### src/hw/rtl/pjq_pkg.sv
// Package for the priority job queue: field widths, default parameters,
// operation and status codes, and the controller command and state types.
// No dependencies.
package pjq_pkg;

    // Fixed widths of the item fields.
    localparam int HANDLE_W    = 32;
    localparam int FIELD_PRI_W = 16;

    // Default parameter values for the top level.
    localparam int DEF_QUEUE_DEPTH   = 16;
    localparam int DEF_PRIORITY_BITS = 16;

    // Operation codes of an input item.
    typedef enum logic {
        OP_PUSH = 1'b0,
        OP_PULL = 1'b1
    } t_op;

    // Status codes of a result item.
    typedef enum logic [1:0] {
        ST_PUSHED = 2'd0,
        ST_FULL   = 2'd1,
        ST_PULLED = 2'd2,
        ST_EMPTY  = 2'd3
    } t_status;

    // Controller states.
    typedef enum logic {
        S_IDLE = 1'b0,
        S_EXEC = 1'b1
    } t_state;

    // Commands from the controller to the datapath.
    typedef struct packed {
        logic capture;   // latch the input item and the compare vector
        logic execute;   // update the cell row and load the result register
    } t_cmd;

endpackage

### src/hw/rtl/pjq_if.sv
// Handshake interfaces for the job channel and the result channel.
// Depends on pjq_pkg.

// Job channel: one push or pull request per transfer.
interface pjq_job_if;
    import pjq_pkg::*;

    logic                           valid;
    logic                           ready;
    t_op                            operation;
    logic        [HANDLE_W-1:0]     job_handle;
    logic signed [FIELD_PRI_W-1:0]  job_priority;
    logic                           has_priority;

    modport source (
        output valid, operation, job_handle, job_priority, has_priority,
        input  ready
    );
    modport sink (
        input  valid, operation, job_handle, job_priority, has_priority,
        output ready
    );
endinterface

// Result channel: one result per transfer.
interface pjq_res_if #(
    parameter int LEN_W = 5
);
    import pjq_pkg::*;

    logic                           valid;
    logic                           ready;
    t_status                        status;
    logic        [HANDLE_W-1:0]     pulled_handle;
    logic signed [FIELD_PRI_W-1:0]  pulled_priority;
    logic                           pulled_has_priority;
    logic        [LEN_W-1:0]        queue_length;

    modport source (
        output valid, status, pulled_handle, pulled_priority,
               pulled_has_priority, queue_length,
        input  ready
    );
    modport sink (
        input  valid, status, pulled_handle, pulled_priority,
               pulled_has_priority, queue_length,
        output ready
    );
endinterface

### src/hw/rtl/pjq_ctrl.sv
// Controller for the priority job queue: sequences capture and execute
// steps and owns the handshakes of both channels.
// Depends on pjq_pkg.
module pjq_ctrl (
    input  logic          i_clk,
    input  logic          i_rst_n,
    input  logic          i_in_valid,
    output logic          o_in_ready,
    output logic          o_out_valid,
    input  logic          i_out_ready,
    output pjq_pkg::t_cmd o_cmd
);
    import pjq_pkg::*;

    t_state r_state, n_state;
    logic   r_out_valid, n_out_valid;

    // State and result-valid registers.
    always_ff @(posedge i_clk) begin
        if (!i_rst_n) begin
            r_state     <= S_IDLE;
            r_out_valid <= 1'b0;
        end else begin
            r_state     <= n_state;
            r_out_valid <= n_out_valid;
        end
    end

    // Next state and commands. An item is taken in idle even while an
    // older result still waits; execution waits for the result register.
    always_comb begin
        n_state       = r_state;
        n_out_valid   = r_out_valid & ~i_out_ready;
        o_in_ready    = 1'b0;
        o_cmd.capture = 1'b0;
        o_cmd.execute = 1'b0;
        case (r_state)
            S_IDLE: begin
                o_in_ready = 1'b1;
                if (i_in_valid) begin
                    o_cmd.capture = 1'b1;
                    n_state       = S_EXEC;
                end
            end
            S_EXEC: begin
                if (!r_out_valid || i_out_ready) begin
                    o_cmd.execute = 1'b1;
                    n_out_valid   = 1'b1;
                    n_state       = S_IDLE;
                end
            end
            default: begin
                n_state = S_IDLE;
            end
        endcase
    end

    assign o_out_valid = r_out_valid;

endmodule

### src/hw/rtl/pjq_datapath.sv
// Datapath for the priority job queue: the shift-register row of queue
// cells, the parallel priority compare and the result register.
// Depends on pjq_pkg.
module pjq_datapath #(
    parameter int QUEUE_DEPTH   = pjq_pkg::DEF_QUEUE_DEPTH,
    parameter int PRIORITY_BITS = pjq_pkg::DEF_PRIORITY_BITS,
    parameter int LEN_W         = $clog2(QUEUE_DEPTH + 1)
) (
    input  logic                                  i_clk,
    input  logic                                  i_rst_n,
    input  pjq_pkg::t_cmd                         i_cmd,
    input  pjq_pkg::t_op                          i_operation,
    input  logic        [pjq_pkg::HANDLE_W-1:0]    i_job_handle,
    input  logic signed [pjq_pkg::FIELD_PRI_W-1:0] i_job_priority,
    input  logic                                  i_has_priority,
    output pjq_pkg::t_status                      o_status,
    output logic        [pjq_pkg::HANDLE_W-1:0]    o_pulled_handle,
    output logic signed [pjq_pkg::FIELD_PRI_W-1:0] o_pulled_priority,
    output logic                                  o_pulled_has_priority,
    output logic        [LEN_W-1:0]               o_queue_length
);
    import pjq_pkg::*;

    localparam int D      = QUEUE_DEPTH;
    localparam int PB     = PRIORITY_BITS;
    localparam int WIDE_W = (PB > FIELD_PRI_W) ? PB : FIELD_PRI_W;

    // Queue cells; cell 0 is the front.
    logic        [HANDLE_W-1:0] r_hdl [D];
    logic signed [PB-1:0]       r_pri [D];
    logic                       r_has [D];
    logic        [HANDLE_W-1:0] n_hdl [D];
    logic signed [PB-1:0]       n_pri [D];
    logic                       n_has [D];

    // Occupancy: thermometer of valid cells and the entry count.
    logic [D-1:0]     r_valid, n_valid;
    logic [LEN_W-1:0] r_count, n_count;

    // Captured item and compare vector.
    t_op                  r_op;
    logic [HANDLE_W-1:0]  r_in_hdl;
    logic signed [PB-1:0] r_in_pri;
    logic                 r_in_has;
    logic [D-1:0]         r_match;

    // Result register.
    t_status                        r_o_status;
    logic        [HANDLE_W-1:0]     r_o_hdl;
    logic signed [FIELD_PRI_W-1:0]  r_o_pri;
    logic                           r_o_has;
    logic        [LEN_W-1:0]        r_o_len;

    logic [WIDE_W-1:0]    w_in_wide;
    logic signed [PB-1:0] w_in_pri;
    logic [D-1:0]         w_match;
    logic [D-1:0]         w_neg;
    logic [D-1:0]         w_first;
    logic [D-1:0]         w_ge;
    logic [D-1:0]         w_tail;
    logic [D-1:0]         w_load;
    logic                 w_full;
    logic                 w_empty;
    logic                 w_do_push;
    logic                 w_do_pull;
    logic [WIDE_W-1:0]    w_out_wide;

    // Input priority read as a PRIORITY_BITS two's complement value.
    assign w_in_wide = WIDE_W'($unsigned(i_job_priority));
    assign w_in_pri  = i_has_priority ? signed'(w_in_wide[PB-1:0]) : '0;

    // Each occupied prioritized cell compares its priority with the new one.
    always_comb begin
        for (int i = 0; i < D; i++) begin
            w_match[i] = i_has_priority & r_valid[i] & r_has[i] & (r_pri[i] < w_in_pri);
        end
    end

    // Capture stage.
    always_ff @(posedge i_clk) begin
        if (i_cmd.capture) begin
            r_op     <= i_operation;
            r_in_hdl <= i_job_handle;
            r_in_pri <= w_in_pri;
            r_in_has <= i_has_priority;
            r_match  <= w_match;
        end
    end

    // Insert position: the lowest matching cell, or the first free cell.
    // The cells from the insert position upward all move one place back.
    assign w_neg     = ~r_match + D'(1);
    assign w_first   = r_match & w_neg;
    assign w_ge      = r_match | w_neg;
    assign w_tail    = ~r_valid & {r_valid[D-2:0], 1'b1};
    assign w_load    = (r_match != '0) ? w_first : w_tail;
    assign w_full    = r_valid[D-1];
    assign w_empty   = ~r_valid[0];
    assign w_do_push = i_cmd.execute & (r_op == OP_PUSH) & ~w_full;
    assign w_do_pull = i_cmd.execute & (r_op == OP_PULL) & ~w_empty;

    // Next value of every cell.
    always_comb begin
        for (int i = 0; i < D; i++) begin
            n_hdl[i] = r_hdl[i];
            n_pri[i] = r_pri[i];
            n_has[i] = r_has[i];
            if (w_do_push) begin
                if (w_load[i]) begin
                    n_hdl[i] = r_in_hdl;
                    n_pri[i] = r_in_pri;
                    n_has[i] = r_in_has;
                end else if (i > 0 && w_ge[(i > 0) ? i - 1 : 0]) begin
                    n_hdl[i] = r_hdl[(i > 0) ? i - 1 : 0];
                    n_pri[i] = r_pri[(i > 0) ? i - 1 : 0];
                    n_has[i] = r_has[(i > 0) ? i - 1 : 0];
                end
            end else if (w_do_pull && i < D - 1) begin
                n_hdl[i] = r_hdl[(i < D - 1) ? i + 1 : i];
                n_pri[i] = r_pri[(i < D - 1) ? i + 1 : i];
                n_has[i] = r_has[(i < D - 1) ? i + 1 : i];
            end
        end
    end

    // Cell row.
    always_ff @(posedge i_clk) begin
        for (int i = 0; i < D; i++) begin
            r_hdl[i] <= n_hdl[i];
            r_pri[i] <= n_pri[i];
            r_has[i] <= n_has[i];
        end
    end

    // Occupancy update.
    always_comb begin
        n_valid = r_valid;
        n_count = r_count;
        if (w_do_push) begin
            n_valid = {r_valid[D-2:0], 1'b1};
            n_count = r_count + LEN_W'(1);
        end else if (w_do_pull) begin
            n_valid = {1'b0, r_valid[D-1:1]};
            n_count = r_count - LEN_W'(1);
        end
    end

    always_ff @(posedge i_clk) begin
        if (!i_rst_n) begin
            r_valid <= '0;
            r_count <= '0;
        end else begin
            r_valid <= n_valid;
            r_count <= n_count;
        end
    end

    // Front priority zero-extended from PRIORITY_BITS into the result field.
    assign w_out_wide = WIDE_W'($unsigned(r_pri[0]));

    // Result register, loaded as the operation is carried out.
    always_ff @(posedge i_clk) begin
        if (i_cmd.execute) begin
            r_o_hdl <= '0;
            r_o_pri <= '0;
            r_o_has <= 1'b0;
            r_o_len <= n_count;
            if (r_op == OP_PUSH) begin
                r_o_status <= w_full ? ST_FULL : ST_PUSHED;
            end else if (w_empty) begin
                r_o_status <= ST_EMPTY;
            end else begin
                r_o_status <= ST_PULLED;
                r_o_hdl    <= r_hdl[0];
                r_o_pri    <= signed'(w_out_wide[FIELD_PRI_W-1:0]);
                r_o_has    <= r_has[0];
            end
        end
    end

    assign o_status              = r_o_status;
    assign o_pulled_handle       = r_o_hdl;
    assign o_pulled_priority     = r_o_pri;
    assign o_pulled_has_priority = r_o_has;
    assign o_queue_length        = r_o_len;

endmodule

### src/hw/rtl/priority_job_queue.sv
// Priority job queue. Each job runs a capture and compare step, then the
// update step of the single cell row, which loads the result register; the
// next job is taken only once the update step of the last one is done.
// A result held by a stalled sink delays the update step until it is taken.
// Reset (synchronous, active low) empties the queue and drops any pending
// result; the cell contents are not cleared.
module priority_job_queue #(
    parameter int QUEUE_DEPTH   = pjq_pkg::DEF_QUEUE_DEPTH,
    parameter int PRIORITY_BITS = pjq_pkg::DEF_PRIORITY_BITS
) (
    input  logic      i_clk,
    input  logic      i_rst_n,
    pjq_job_if.sink   i_job,
    pjq_res_if.source o_res
);
    import pjq_pkg::*;

    localparam int LEN_W = $clog2(QUEUE_DEPTH + 1);

    t_cmd w_cmd;
    logic w_in_ready;
    logic w_out_valid;

    // Handshake sequencing.
    pjq_ctrl u_ctrl (
        .i_clk       (i_clk),
        .i_rst_n     (i_rst_n),
        .i_in_valid  (i_job.valid),
        .o_in_ready  (w_in_ready),
        .o_out_valid (w_out_valid),
        .i_out_ready (o_res.ready),
        .o_cmd       (w_cmd)
    );

    // Cell row and result register.
    pjq_datapath #(
        .QUEUE_DEPTH   (QUEUE_DEPTH),
        .PRIORITY_BITS (PRIORITY_BITS),
        .LEN_W         (LEN_W)
    ) u_datapath (
        .i_clk                 (i_clk),
        .i_rst_n               (i_rst_n),
        .i_cmd                 (w_cmd),
        .i_operation           (i_job.operation),
        .i_job_handle          (i_job.job_handle),
        .i_job_priority        (i_job.job_priority),
        .i_has_priority        (i_job.has_priority),
        .o_status              (o_res.status),
        .o_pulled_handle       (o_res.pulled_handle),
        .o_pulled_priority     (o_res.pulled_priority),
        .o_pulled_has_priority (o_res.pulled_has_priority),
        .o_queue_length        (o_res.queue_length)
    );

    assign i_job.ready = w_in_ready;
    assign o_res.valid = w_out_valid;

endmodule

### src/flat_wrapper.sv
// flat-port wrapper written by rule: the top's interface ports become plain ports
module priority_job_queue_flat import pjq_pkg::*;
#(
    parameter int QUEUE_DEPTH   = pjq_pkg::DEF_QUEUE_DEPTH,
    parameter int PRIORITY_BITS = pjq_pkg::DEF_PRIORITY_BITS
)
  (i_clk, i_rst_n, i_job_valid, i_job_operation, i_job_job_handle, i_job_job_priority, i_job_has_priority, i_job_ready, o_res_valid, o_res_status, o_res_pulled_handle, o_res_pulled_priority, o_res_pulled_has_priority, o_res_queue_length, o_res_ready);
  pjq_job_if i_job_i ();
  pjq_res_if #(.LEN_W(($clog2((DEF_QUEUE_DEPTH) + 1)))) o_res_i ();
  input  logic i_clk;
  input  logic i_rst_n;
  input wire logic [$bits(i_job_i.valid)-1:0] i_job_valid;
  input wire logic [$bits(i_job_i.operation)-1:0] i_job_operation;
  input wire logic [$bits(i_job_i.job_handle)-1:0] i_job_job_handle;
  input wire logic [$bits(i_job_i.job_priority)-1:0] i_job_job_priority;
  input wire logic [$bits(i_job_i.has_priority)-1:0] i_job_has_priority;
  output wire logic [$bits(i_job_i.ready)-1:0] i_job_ready;
  output wire logic [$bits(o_res_i.valid)-1:0] o_res_valid;
  output wire logic [$bits(o_res_i.status)-1:0] o_res_status;
  output wire logic [$bits(o_res_i.pulled_handle)-1:0] o_res_pulled_handle;
  output wire logic [$bits(o_res_i.pulled_priority)-1:0] o_res_pulled_priority;
  output wire logic [$bits(o_res_i.pulled_has_priority)-1:0] o_res_pulled_has_priority;
  output wire logic [$bits(o_res_i.queue_length)-1:0] o_res_queue_length;
  input wire logic [$bits(o_res_i.ready)-1:0] o_res_ready;
  assign i_job_i.valid = i_job_valid;
  assign i_job_i.operation = i_job_operation;
  assign i_job_i.job_handle = i_job_job_handle;
  assign i_job_i.job_priority = i_job_job_priority;
  assign i_job_i.has_priority = i_job_has_priority;
  assign i_job_ready = i_job_i.ready;
  assign o_res_valid = o_res_i.valid;
  assign o_res_status = o_res_i.status;
  assign o_res_pulled_handle = o_res_i.pulled_handle;
  assign o_res_pulled_priority = o_res_i.pulled_priority;
  assign o_res_pulled_has_priority = o_res_i.pulled_has_priority;
  assign o_res_queue_length = o_res_i.queue_length;
  assign o_res_i.ready = o_res_ready;
  priority_job_queue #(.QUEUE_DEPTH(QUEUE_DEPTH), .PRIORITY_BITS(PRIORITY_BITS)) u_core (.i_clk(i_clk), .i_rst_n(i_rst_n), .i_job(i_job_i), .o_res(o_res_i));
endmodule
### config.mk
export PLATFORM = sky130hd
export DESIGN_NAME = priority_job_queue_flat
export DESIGN_NICKNAME = d
export VERILOG_FILES = /design/src/hw/rtl/pjq_pkg.sv /design/src/hw/rtl/pjq_if.sv /design/src/hw/rtl/pjq_ctrl.sv /design/src/hw/rtl/pjq_datapath.sv /design/src/hw/rtl/priority_job_queue.sv /design/src/flat_wrapper.sv
export SDC_FILE = /design/constraint.sdc
export NUM_CORES = 2
export LEC_CHECK = 0
export BUFFER_PORTS_ARGS = -buffer_cell sky130_fd_sc_hd__clkbuf_2
export CAP_MARGIN = 40
export CELL_PAD_IN_SITES_DETAIL_PLACEMENT = 1
export CELL_PAD_IN_SITES_GLOBAL_PLACEMENT = 2
export CORE_MARGIN = 2
export CORE_UTILIZATION = 25
export DETAILED_ROUTE_END_ITERATION = 12
export PLACE_DENSITY = 0.48
export SLEW_MARGIN = 5
export SYNTH_ARGS = -nofsm -noshare
export SYNTH_HDL_FRONTEND = slang
export SYNTH_SLANG_ARGS = --single-unit
### constraint.sdc
create_clock -name i_clk -period 9.5 [get_ports i_clk]
set_clock_uncertainty 0.05 [all_clocks]
set_input_delay 0.475 -clock i_clk [delete_from_list [all_inputs] [get_ports i_clk]]
set_output_delay 0.475 -clock i_clk [all_outputs]
set_load 0.1 [all_outputs]
==> results.txt <==
Status -> completed
Reg2Reg Depth -> 7
Initial antenna violation count -> 7
Num rows -> 168
# port buffers -> 111
Gate Count Post-Synth -> 4985
Initial Util -> 0.252
TNS Setup -> 0 ps
Worst Setup SP -> u_core.u_datapath.r_op
Max clock buf depth -> 3
DR WL/cell -> 29.4 um
1st-iter DRT viols -> 2941
Worst skew pair latency -> 800 ps
Clock Tree Root -> clkbuf_16
EDFF count, synth -> 906
Hold_sp -> i_job_job_priority[12]
Die height -> 464 um
Leakage -> 23.2 nW
Final hold slack -> 199 ps
Die W -> 464 um
Mean post-synth cell area -> 10.6 sq um
First-pass GRT wire length -> 331 mm
Async set-reset flop share out of synthesis -> 0
Most common cell after layout, fill and taps aside -> edfxtp_1
RSZ-0062 raised after global routing -> false
Max IR drop VDD -> 0.000163 V
Final wirelength -> 231 mm
GRT Util Overall -> 0.209
Max-slew violations -> 0
Fin nets -> 5227
Gpl congestion -> 0.789
Overall Power -> 11.0 mW
Routed Antenna Nets -> 0
Synthesized area -> 53000 sq um
Core area -> 210000 sq um
Share of cells above drive strength 1 -> 0.108
Syn. warnings -> 0
Global route overflow -> 0
Fmax -> 0.232 GHz
# DRC -> 0
Hold EP -> u_core.u_datapath.r_in_pri[12]
Pwr/cell area -> 179 nW/um^2
CTS tree -> done
Flops & latches, synth -> 929
Vias in the first global route -> 44.1k
Max cap viols -> 0
Fillers -> 23.2k
Reg2reg end -> u_core.u_datapath.r_hdl[1][1]
Clock-pin slew on the worst setup and hold paths -> 60 ps
Htree depth -> 3
Register area share after synthesis -> 0.522
CTS Buf Count -> 121
FF-to-FF Start -> u_core.u_datapath.r_op
CP max stage delay -> 710 ps
CP Launch Type -> flip-flop
Most frequent cells in the layout -> 906 x edfxtp_1, 725 x nand2_1, 446 x mux2i_1, 296 x o21ai_1, 289 x nor2_1
Layout Area Growth over Synthesis -> 16.4%
Rel. slew slack -> 0.131
Clock sink count -> 929
CP most frequent cell -> buf_4
Area after DPL -> 57300 sq um
Vias per inst -> 5.31
Worst hold stages -> 4
Period minus WS final -> 4310 ps
Fin util -> 0.294
Vias post-DR -> 41.6k
Syn nets -> 5281
Worst path required time -> 10100 ps
Final Instance Area -> 61600 sq um
Setup Crit Path Kind -> reg2reg
Critical-path cell list -> buf_4, nor2_1, nand3_4, buf_4, a21oi_4, buf_4, a221o_1
Slew @ Worst Pin -> 1300 ps
Final Hold Viols -> 0
IO Pins -> 112
Period utilisation layout -> 0.454
Post-CTS setup buffers -> 0
DIE AREA -> 216000 sq um
Cell variety after synth -> 73
Setup crit end kind -> flip-flop
Post-DP HPWL -> 146 mm
CP Max Fanout -> 58
R2R setup slack -> 5190 ps
Type of the most critical hold path -> in2reg
Critical Path AT -> 4920 ps
Top FF cell, synth -> edfxtp_1
Max stage delay cell, worst path -> a21oi_4
Final setup viols -> 0
Largest net degree at the start of global routing -> 228
Pre-antenna DRT Iters -> 8
per-layer routing:
metal	vias to the layer above	GRT usage	part of all wire
met5	-	0	0
met4	0	0.0443	0.022
met3	235	0.0212	0.026
met2	636	0.352	0.48
met1	21900	0.289	0.48
li1	18800	-	-
final cells by class:
class	count	area, sq um	share of cell area
Clock buffer	158	3270	0.0531
Sequential cell	929	27700	0.449
Antenna cell	3	7.51	0.000122
Timing Repair Buffer	303	2700	0.0437
Clock inverter	68	681	0.0110
Tap cell	2805	3510	0.0569
Multi-Input combinational cell	3481	23400	0.380
Inverter	95	357	0.00579
per-stage QoR:
| stage | cells | setup slack (ps) |
|---|---|---|
| after global placement | 7539 | 4910 |
| final | 7842 | 5190 |
| after CTS | 7838 | 5130 |
| after global routing | 7840 | 4910 |
| after detailed placement | 7578 | 5120 |
| after floorplan | 4985 | 3250 |
flip-flops by register name, indices dropped and copies added, names as in the netlist, 16 cells and up:
register / cells
u_core.u_datapath.r_in_hdl: 32
u_core.u_datapath.o_pulled_priority: 16
u_core.u_datapath.r_in_pri: 16
u_core.u_datapath.r_match: 16
u_core.u_datapath.r_valid: 16
u_core.u_datapath.r_has: 16
u_core.u_datapath.r_hdl: 512
u_core.u_datapath.r_pri: 256
u_core.u_datapath.o_pulled_handle: 32
worst max-delay path by stage:
| stage | end | cells past startpoint |
|---|---|---|
| finish | u_core.u_datapath.r_hdl[1][1] | 7 |
| global route | u_core.u_datapath.r_hdl[1][4] | 7 |
| CTS | u_core.u_datapath.r_hdl[1][1] | 7 |
| detailed placement | u_core.u_datapath.r_match[0] | 11 |
| global placement | u_core.u_datapath.r_hdl[1][129] | 8 |
| floorplan | u_core.u_datapath.r_has[0][1] | 6 |
cell usage after synthesis, types with 36 or more instances:
library cell	count	share of area
a221oi_1	101	0.017
mux2_2	45	0.0096
o21ai_1	297	0.028
ha_1	242	0.057
buf_1	68	0.0048
nand2_1	731	0.052
nand3_1	53	0.0050
edfxtp_1	906	0.51
nor2_1	293	0.021
a311oi_1	48	0.0079
o21ai_0	224	0.021
buf_2	70	0.0066
and2_1	36	0.0043
and3_1	77	0.0091
mux2i_1	446	0.084
clkbuf_1	333	0.024
a221o_1	51	0.0096
nor3_1	221	0.021
inv_1	95	0.0067
a21oi_1	156	0.015
o32ai_1	97	0.016
o221ai_1	105	0.017
where the power goes:
part | switching, mW | total, mW | internal, mW | leakage (nW)
combinational | 0.949 | 1.35 | 0.406 | 12.7
clock | 2.01 | 4.72 | 2.71 | 1.93
sequential | 0.212 | 4.97 | 4.75 | 8.55
kinds of logic (layout without fill, tap and decap cells):
family,after synthesis,in the layout,synth area share
flops,929,929,0.522
fa+ha+maj,242,242,0.0572
other cells,0,3,0
simple gates,1498,1498,0.125
mux,501,501,0.0960
compound gates,1236,1236,0.156
xor+xnor,4,4,0.000662
buf+inv,575,624,0.0432
timing repair:
item,4_1_cts,5_1_grt
hold buffers,34,0
endpoints found under the hold margin,34,0
resized for setup,0,0
critical path: cells and delay by family, from the launching register on:
kind	cells	cell delay, ps
AO/OA/AOI/OAI	2	970
buffers and inverters	3	1510
flip-flops	1	360
AND/OR/NAND/NOR	2	1150
No activity file was read; power rests on OpenSTA's default activity.
